`config.mk`:
```
export PLATFORM = sky130hd
export DESIGN_NAME = positional_list_engine
export DESIGN_NICKNAME = d
export VERILOG_FILES = /design/src/sv/ple_pkg.sv /design/src/sv/ple_ram.sv /design/src/sv/positional_list_engine.sv
export VERILOG_INCLUDE_DIRS = /design/src /design/src/sv
export SDC_FILE = /design/constraint.sdc
export NUM_CORES = 2
export LEC_CHECK = 0
export BUFFER_PORTS_ARGS = -buffer_cell sky130_fd_sc_hd__buf_4
export CAP_MARGIN = 10
export CORE_MARGIN = 2
export CORE_UTILIZATION = 55
export CTS_BUF_LIST = sky130_fd_sc_hd__clkbuf_4 sky130_fd_sc_hd__clkbuf_8 sky130_fd_sc_hd__clkbuf_16
export DETAILED_ROUTE_END_ITERATION = 6
export PLACE_DENSITY = 0.72
export SYNTH_ARGS = -nofsm -noshare
export SYNTH_HDL_FRONTEND = slang
export SYNTH_SLANG_ARGS = --single-unit
```
`constraint.sdc`:
```
create_clock -name clk -period 9.58 [get_ports clk]
set_clock_uncertainty 0.05 [all_clocks]
set_input_delay 0.958 -clock clk [delete_from_list [all_inputs] [get_ports clk]]
set_output_delay 0.958 -clock clk [all_outputs]
set_load 0.005 [all_outputs]
```
`src/sv/positional_list_engine_macros.svh`:
```
// ----------------------------------------------------------------------------
// Positional list engine assertion macros
// Shared concurrent assertion forms for the list engine RTL.
// ----------------------------------------------------------------------------
`ifndef POSITIONAL_LIST_ENGINE_MACROS_SVH
`define POSITIONAL_LIST_ENGINE_MACROS_SVH

// Same-cycle implication, checked outside of reset.
`define PLE_ASSERT_NOW(label, clk, rst_n, ante, cons, msg) \
  label: assert property (@(posedge clk) disable iff (!rst_n) (ante) |-> (cons)) \
    else $error(msg);

// Next-cycle implication, checked outside of reset.
`define PLE_ASSERT_NEXT(label, clk, rst_n, ante, cons, msg) \
  label: assert property (@(posedge clk) disable iff (!rst_n) (ante) |=> (cons)) \
    else $error(msg);

`endif

```
`src/sv/ple_pkg.sv`:
```
// ----------------------------------------------------------------------------
// Positional list engine package
// Field widths, command and status codes, and the default capacity.
// ----------------------------------------------------------------------------
package ple_pkg;

  localparam int CAPACITY_DEF = 64;

  localparam int CMD_W    = 2;
  localparam int POS_W    = 7;
  localparam int VAL_W    = 32;
  localparam int STATUS_W = 3;

  localparam logic [CMD_W-1:0] CMD_INSERT = 2'd0;
  localparam logic [CMD_W-1:0] CMD_REMOVE = 2'd1;
  localparam logic [CMD_W-1:0] CMD_FIND   = 2'd2;

  localparam logic [STATUS_W-1:0] ST_OK      = 3'd0;
  localparam logic [STATUS_W-1:0] ST_BAD_POS = 3'd1;
  localparam logic [STATUS_W-1:0] ST_FULL    = 3'd2;
  localparam logic [STATUS_W-1:0] ST_EMPTY   = 3'd3;
  localparam logic [STATUS_W-1:0] ST_MISS    = 3'd4;

endpackage

```
`src/sv/ple_ram.sv`:
```
// ----------------------------------------------------------------------------
// Positional list engine RAM
// Simple dual-port RAM: one write port, one read port with registered data.
// ----------------------------------------------------------------------------
module ple_ram #(
  parameter int WIDTH = ple_pkg::VAL_W,
  parameter int DEPTH = ple_pkg::CAPACITY_DEF
) (
  input  logic                     clk,
  input  logic                     we,
  input  logic [$clog2(DEPTH)-1:0] waddr,
  input  logic [WIDTH-1:0]         wdata,
  input  logic [$clog2(DEPTH)-1:0] raddr,
  output logic [WIDTH-1:0]         rdata
);

  logic [WIDTH-1:0] mem [DEPTH];

  always_ff @(posedge clk) begin
    if (we) begin
      mem[waddr] <= wdata;
    end
    rdata <= mem[raddr];
  end

endmodule

```
`src/sv/positional_list_engine.sv`:
```
// ----------------------------------------------------------------------------
// Positional list engine
// Ordered list of signed 32-bit values with positional insert and remove,
// and a first-match search.
// ----------------------------------------------------------------------------
// The list lives in one RAM and is handled one item at a time. A single read
// port and a single write port step through the stored entries one per cycle,
// so the RAM sets the timing. An insert shifts the entries from the tail down
// to its position up by one and then writes the value; a remove shifts the
// entries above its position down by one; a find compares entries from the
// head until the first match or the end of the list. Rejected commands, the
// unused command code, a find on an empty list and removes at the tail go
// straight to the finish state, and inserts at the tail only write the value.
// The longest items are an insert at the head of a list of CAPACITY-1 entries
// and a missed find on a full list. The next item can be taken only once the
// block is back in idle, which it enters as it presents a result. The RAM
// needs no clearing after reset, since only entries below the length are ever
// read. The result sits in an output register, so one result can wait while
// the next item is taken; a second result waits in the finish state until the
// output register is free.
`include "positional_list_engine_macros.svh"

module positional_list_engine #(
  parameter int CAPACITY = ple_pkg::CAPACITY_DEF
) (
  input  logic                            clk,
  input  logic                            rst_n,
  input  logic                            in_valid,
  output logic                            in_stall,
  input  logic [ple_pkg::CMD_W-1:0]       in_cmd,
  input  logic [ple_pkg::POS_W-1:0]       in_position,
  input  logic signed [ple_pkg::VAL_W-1:0] in_value,
  output logic                            out_valid,
  input  logic                            out_stall,
  output logic [ple_pkg::STATUS_W-1:0]    out_status,
  output logic [ple_pkg::POS_W-1:0]       out_found_position,
  output logic [ple_pkg::POS_W-1:0]       out_list_length
);

  localparam int AW    = $clog2(CAPACITY);
  localparam int CNT_W = $clog2(CAPACITY + 1);
  localparam int CMP_W = ((CNT_W > ple_pkg::POS_W) ? CNT_W : ple_pkg::POS_W) + 1;

  localparam logic [2:0] S_IDLE     = 3'd0;
  localparam logic [2:0] S_SHIFT_UP = 3'd1;
  localparam logic [2:0] S_SHIFT_DN = 3'd2;
  localparam logic [2:0] S_DRAIN    = 3'd3;
  localparam logic [2:0] S_INS_VAL  = 3'd4;
  localparam logic [2:0] S_SEARCH   = 3'd5;
  localparam logic [2:0] S_FINISH   = 3'd6;

  logic [2:0]                     state_r, state_nxt;
  logic [CNT_W-1:0]               cnt_r, cnt_nxt;
  logic                           pend_r, pend_nxt;
  logic                           cmp_pend_r, cmp_pend_nxt;
  logic                           out_valid_r, out_valid_nxt;
  logic                           op_ins_r, op_ins_nxt;
  logic [CNT_W-1:0]               ptr_r, ptr_nxt;
  logic [CNT_W-1:0]               tgt_r, tgt_nxt;
  logic [CNT_W-1:0]               wa_r, wa_nxt;
  logic [CNT_W-1:0]               cmp_idx_r, cmp_idx_nxt;
  logic signed [ple_pkg::VAL_W-1:0] val_r, val_nxt;
  logic [ple_pkg::STATUS_W-1:0]   res_status_r, res_status_nxt;
  logic [ple_pkg::POS_W-1:0]      res_found_r, res_found_nxt;
  logic [ple_pkg::STATUS_W-1:0]   out_status_r, out_status_nxt;
  logic [ple_pkg::POS_W-1:0]      out_found_r, out_found_nxt;
  logic [ple_pkg::POS_W-1:0]      out_len_r, out_len_nxt;

  logic                     ram_we;
  logic [AW-1:0]            ram_waddr;
  logic [ple_pkg::VAL_W-1:0] ram_wdata;
  logic [AW-1:0]            ram_raddr;
  logic [ple_pkg::VAL_W-1:0] ram_rdata;

  logic             accept;
  logic             out_free;
  logic [CMP_W-1:0] pos_ext;
  logic [CMP_W-1:0] cnt_ext;

  ple_ram #(
    .WIDTH(ple_pkg::VAL_W),
    .DEPTH(CAPACITY)
  ) u_ram (
    .clk  (clk),
    .we   (ram_we),
    .waddr(ram_waddr),
    .wdata(ram_wdata),
    .raddr(ram_raddr),
    .rdata(ram_rdata)
  );

  assign in_stall = (state_r != S_IDLE);
  assign accept   = in_valid && !in_stall;
  assign out_free = !out_valid_r || !out_stall;
  assign pos_ext  = CMP_W'(in_position);
  assign cnt_ext  = CMP_W'(cnt_r);

  always_comb begin
    state_nxt      = state_r;
    cnt_nxt        = cnt_r;
    pend_nxt       = 1'b0;
    cmp_pend_nxt   = 1'b0;
    op_ins_nxt     = op_ins_r;
    ptr_nxt        = ptr_r;
    tgt_nxt        = tgt_r;
    wa_nxt         = wa_r;
    cmp_idx_nxt    = cmp_idx_r;
    val_nxt        = val_r;
    res_status_nxt = res_status_r;
    res_found_nxt  = res_found_r;
    out_status_nxt = out_status_r;
    out_found_nxt  = out_found_r;
    out_len_nxt    = out_len_r;
    out_valid_nxt  = out_valid_r && out_stall;

    // Shift writes follow their reads in the next cycle, using the registered read data.
    ram_we    = pend_r;
    ram_waddr = wa_r[AW-1:0];
    ram_wdata = ram_rdata;
    ram_raddr = ptr_r[AW-1:0];

    case (state_r)
      S_IDLE: begin
        if (accept) begin
          val_nxt        = in_value;
          res_status_nxt = ple_pkg::ST_OK;
          res_found_nxt  = '0;
          state_nxt      = S_FINISH;
          case (in_cmd)
            ple_pkg::CMD_INSERT: begin
              op_ins_nxt = 1'b1;
              if (pos_ext == '0 || pos_ext > cnt_ext + CMP_W'(1)) begin
                res_status_nxt = ple_pkg::ST_BAD_POS;
              end else if (cnt_r == CNT_W'(CAPACITY)) begin
                res_status_nxt = ple_pkg::ST_FULL;
              end else if (pos_ext - CMP_W'(1) == cnt_ext) begin
                tgt_nxt   = cnt_r;
                state_nxt = S_INS_VAL;
              end else begin
                tgt_nxt   = CNT_W'(pos_ext - CMP_W'(1));
                ptr_nxt   = cnt_r - CNT_W'(1);
                state_nxt = S_SHIFT_UP;
              end
            end
            ple_pkg::CMD_REMOVE: begin
              op_ins_nxt = 1'b0;
              if (pos_ext == '0 || pos_ext > cnt_ext) begin
                res_status_nxt = ple_pkg::ST_BAD_POS;
              end else if (pos_ext == cnt_ext) begin
                cnt_nxt = cnt_r - CNT_W'(1);
              end else begin
                ptr_nxt   = CNT_W'(pos_ext);
                state_nxt = S_SHIFT_DN;
              end
            end
            ple_pkg::CMD_FIND: begin
              if (cnt_r == '0) begin
                res_status_nxt = ple_pkg::ST_EMPTY;
              end else begin
                ptr_nxt   = '0;
                state_nxt = S_SEARCH;
              end
            end
            default: begin
              res_status_nxt = ple_pkg::ST_OK;
            end
          endcase
        end
      end
      S_SHIFT_UP: begin
        pend_nxt = 1'b1;
        wa_nxt   = ptr_r + CNT_W'(1);
        if (ptr_r == tgt_r) begin
          state_nxt = S_DRAIN;
        end else begin
          ptr_nxt = ptr_r - CNT_W'(1);
        end
      end
      S_SHIFT_DN: begin
        pend_nxt = 1'b1;
        wa_nxt   = ptr_r - CNT_W'(1);
        if (ptr_r == cnt_r - CNT_W'(1)) begin
          state_nxt = S_DRAIN;
        end else begin
          ptr_nxt = ptr_r + CNT_W'(1);
        end
      end
      S_DRAIN: begin
        // The last shifted entry is written back in this cycle.
        if (op_ins_r) begin
          state_nxt = S_INS_VAL;
        end else begin
          cnt_nxt   = cnt_r - CNT_W'(1);
          state_nxt = S_FINISH;
        end
      end
      S_INS_VAL: begin
        ram_we    = 1'b1;
        ram_waddr = tgt_r[AW-1:0];
        ram_wdata = val_r;
        cnt_nxt   = cnt_r + CNT_W'(1);
        state_nxt = S_FINISH;
      end
      S_SEARCH: begin
        if (cmp_pend_r && ram_rdata == val_r) begin
          res_status_nxt = ple_pkg::ST_OK;
          res_found_nxt  = ple_pkg::POS_W'(cmp_idx_r + CNT_W'(1));
          state_nxt      = S_FINISH;
        end else if (cmp_pend_r && cmp_idx_r == cnt_r - CNT_W'(1)) begin
          res_status_nxt = ple_pkg::ST_MISS;
          state_nxt      = S_FINISH;
        end else begin
          cmp_pend_nxt = 1'b1;
          cmp_idx_nxt  = ptr_r;
          ptr_nxt      = ptr_r + CNT_W'(1);
        end
      end
      S_FINISH: begin
        if (out_free) begin
          out_valid_nxt  = 1'b1;
          out_status_nxt = res_status_r;
          out_found_nxt  = res_found_r;
          out_len_nxt    = ple_pkg::POS_W'(cnt_r);
          state_nxt      = S_IDLE;
        end
      end
      default: begin
        state_nxt = S_IDLE;
      end
    endcase
  end

  always_ff @(posedge clk) begin
    if (!rst_n) begin
      state_r     <= S_IDLE;
      cnt_r       <= '0;
      pend_r      <= 1'b0;
      cmp_pend_r  <= 1'b0;
      out_valid_r <= 1'b0;
    end else begin
      state_r     <= state_nxt;
      cnt_r       <= cnt_nxt;
      pend_r      <= pend_nxt;
      cmp_pend_r  <= cmp_pend_nxt;
      out_valid_r <= out_valid_nxt;
    end
  end

  always_ff @(posedge clk) begin
    op_ins_r     <= op_ins_nxt;
    ptr_r        <= ptr_nxt;
    tgt_r        <= tgt_nxt;
    wa_r         <= wa_nxt;
    cmp_idx_r    <= cmp_idx_nxt;
    val_r        <= val_nxt;
    res_status_r <= res_status_nxt;
    res_found_r  <= res_found_nxt;
    out_status_r <= out_status_nxt;
    out_found_r  <= out_found_nxt;
    out_len_r    <= out_len_nxt;
  end

  assign out_valid          = out_valid_r;
  assign out_status         = out_status_r;
  assign out_found_position = out_found_r;
  assign out_list_length    = out_len_r;

  `PLE_ASSERT_NOW(a_cnt_bound, clk, rst_n, 1'b1, cnt_r <= CNT_W'(CAPACITY),
                  "length above capacity")
  `PLE_ASSERT_NEXT(a_accept_busy, clk, rst_n, accept, state_r != S_IDLE,
                   "accepted item left block idle")
  `PLE_ASSERT_NOW(a_pend_state, clk, rst_n, pend_r,
                  state_r == S_SHIFT_UP || state_r == S_SHIFT_DN || state_r == S_DRAIN,
                  "shift write outside a shift")
  `PLE_ASSERT_NEXT(a_cnt_step, clk, rst_n, 1'b1,
                   cnt_r == $past(cnt_r) || cnt_r == $past(cnt_r) + CNT_W'(1)
                   || cnt_r == $past(cnt_r) - CNT_W'(1),
                   "length moved by more than one")

endmodule
```
==> results.tsv <==
stage	metric	value	unit
detailed_routing	Vias/cell	6.776	
detailed_routing	initial DRC count	7341	
grt	GR met3 Demand/Resource	0.07257	
setup_path	kind of critical path	flip-flop to flip-flop	
setup_path	slowest cell on the critical path	dfxtp_1	
setup_path	Critical path origin	state_r[2]	
yosys	syn nets	4347	
timing	Hold Worst Slack	0.2355	ns
grt	initial antenna violation count	14	
cells_and_area	most common cell after layout, fill and taps aside	edfxtp_1	
placed_design	RePlAce Congestion	0.9156	
timing	pins over their slew limit	0	
floorplanning	Die ar.	158500	sq um
setup_path	RR Startpoint	state_r[2]	
timing	worst-margin pin slew	1.381	ns
yosys	average size of a mapped cell	19.98	sq um
detailed_routing	Vias	45230	
detailed_routing	final WL	227300	um
detailed_routing	antenna viol nets, final	0	
timing	Max Clk Rate	225.0	MHz
setup_path	Worst path max stage delay	0.70	ns
floorplanning	core region area	154200	sq um
cells_and_area	area delta synth->final	12.61	%
power	P per Cell Area	336.0	nW/um^2
run_status	status	finished with violations	
grt	largest net degree at the start of global routing	129	
placed_design	DPL Wire Length	120900	um
setup_path	Critical Path RT	10.03	ns
clock_tree	clk_lat worst skew	0.86	ns
setup_path	CP Capture Type	flip-flop	
grt	GR peak layer	met2	
clock_tree	clock sinks	2180	
power	Leak	0.03130	uW
setup_path	worst r2r dst	u_ram.mem[56][23]	
yosys	ys flop type	edfxtp_1	
clock_tree	Root Driver	clkbuf_16	
clock_tree	CTS tree	yes	
timing	setup TNS	0	ns
hold_path	hold path endpoint	val_r[3]	
setup_path	Crit path top cell by count	nand2b_1	
timing	Setup WS post-layout	5.136	ns
clock_tree	clock transition at the registers of the reported paths	0.06	ns
setup_path	CP Buf/Inv Count	1	
run_status	failing checks	design-rule violations	
yosys	top cells by area, synth	edfxtp_1, mux4_2, mux2i_1	
flow_run	max cap viols	0	
cells_and_area	commonest non-fill, non-tap cells in the layout	edfxtp_1, mux4_2, mux2i_1	
clock_tree	Hold Buf Count CTS	0	
yosys	Yosys warnings	0	
timing	max-slew headroom at the worst pin	0.07213	
timing	post-layout minimum cycle time	4.444	ns
grt	number of global-route vias before repair	43710	
yosys	FF+latch count, synth	2180	
power	Max rail drop VDD	0.4086	mV
yosys	Netlist Area Pre-Place	85450	sq um
setup_path	cell family with most CP delay	simple AND/OR/NAND/NOR gates	
floorplanning	starting utilization of the core area	0.5540	
setup_path	r2r worst-path depth	6	
grt	total track usage	0.2877	
floorplanning	I/O pin count	64	
cells_and_area	share of cells above drive strength 1	0.2310	
setup_path	critical-path maximum fanout	26	
detailed_routing	drt first pass iters	7	
timing	Tcrit/Tclk final	0.4638	
clock_tree	H-tree Lvls	4	
placed_design	Port Buffers	63	
grt	met2 GRT Util	0.4361	
floorplanning	Core Rows	144	
yosys	EDFF count, synth	2135	
hold_path	min-delay src	in_value[3]	
clock_tree	clock tree buffer depth	3	
grt	met1 Use GR	0.4166	
yosys	Async SR Flop Fraction	0	
placed_design	pre-CTS setup slack	5.318	ns
setup_path	Worst R2R Setup Slack	5.14	ns
clock_tree	# resized after CTS	0	
detailed_routing	Residual DRC	1	
clock_tree	setup bufs post-CTS	0	
timing	Setup Viol. Count Final	0	
floorplanning	die span in y	398.2	um
yosys	Yosys top cell by area	edfxtp_1	
yosys	post-synth top area share	0.7503	
setup_path	CP arrival	4.89	ns
setup_path	startpoint types	flip-flop	
detailed_routing	per-cell routed wire length	34.05	um
hold_path	Min-Delay Path Depth	1	
clock_tree	Num CTS Buffers	209	
hold_path	min-delay worst type	primary input to flip-flop	
grt	GRT Residual Overflow	0	
timing	Fin. Hold Viols	0	
floorplanning	Die X	398.2	um
timing	RSZ-0062 raised after global routing	false	
cells_and_area	post-layout net count	4512	
yosys	post-synth cell types	66	
setup_path	crit path cell chain	and2_2, mux2i_1, nand2b_1, nand2b_1, nor2_4, buf_4	
yosys	post-synthesis sequential area ratio	0.7608	
yosys	Synth Instances	4276	
grt	first-pass GRT wire length	321500	um
final cells by class:
type	instances	area (sq um)
Sequential cell	2180	65010
Fill cell	10340	58000
Multi-Input combinational cell	1831	19790
Clock buffer	288	6001
Tap cell	2044	2557
Timing Repair Buffer	191	1722
Clock inverter	106	1021
Inverter	28	107.6
Antenna cell	7	17.52
flip-flops by register name (all words and copies together) (netlist names), 3 cells and up:
register            flops
cmp_idx_r               7
cnt_r                   7
out_found_position      7
out_list_length         7
out_status              3
ptr_r                   7
res_found_r             7
res_status_r            3
state_r                 3
tgt_r                   7
u_ram.mem            2048
u_ram.rdata            32
val_r                  32
wa_r                    6
cell usage after synthesis (all sizes together) (3+ instances only):
master and instances:
and3 20, ha 26, or3 3, or4 4, nand4 12, nor2 118, o31ai 14, or2 4
a21boi 3, a21o 17, buf 133, nand3 25, o221ai 165, nand2b 11, nor2b 8, a211oi 22
o21ai 20, xor2 26, a21oi 110, nor4 7, edfxtp 2135, a31oi 14, mux4 397, a311oi 4
clkbuf 104, nand2 224, and2 16, o22ai 85, nand3b 7, xnor2 60, dfxtp 45, inv 27
o21a 3, a221o 16, mux2i 336, nor3 31
where the power goes:
| part | switching (uW) | internal (uW) |
|---|---|---|
| Sequential | 367 | 12900 |
| Combinational | 7150 | 3620 |
| Clock | 3550 | 4750 |
| Total | 11100 | 21300 |
layer usage:
metal  wire length (um)  part of all wire
met4               6255             0.028
met5                 34           0.00015
met1              87340              0.38
met3              27840              0.12
met2             105800              0.47
cells by family after synthesis:
family | Yosys count | synth area share
flops | 2180 | 0.7608
mux | 734 | 0.1441
simple gates | 494 | 0.02608
compound gates | 489 | 0.04094
buf+inv | 265 | 0.01479
xor+xnor | 88 | 0.009430
fa+ha+maj | 26 | 0.003807
per-stage QoR:
step	total power, uW	std cells	utilization	area [sq um]
after global routing	33340	6671	0.6239	96220
after CTS	32070	6653	0.6219	95920
after floorplan	20100	4276	-	85450
after global placement	23610	6259	0.5764	88900
final	32330	6675	0.6239	96230
after detailed placement	23830	6259	0.5764	88900
how the worst max path moves through the flow:
stage,slack (ns),depth (start not counted),endpoint
after floorplan,5.20,5,u_ram.mem[0][28]
after global placement,5.30,9,u_ram.rdata[24]
after detailed placement,5.32,9,u_ram.rdata[24]
after CTS,5.26,6,u_ram.mem[8][1]
after global routing,5.01,6,u_ram.mem[0][2]
final,5.14,6,u_ram.mem[56][23]
Note: power is estimated with default switching activity, not from simulation.
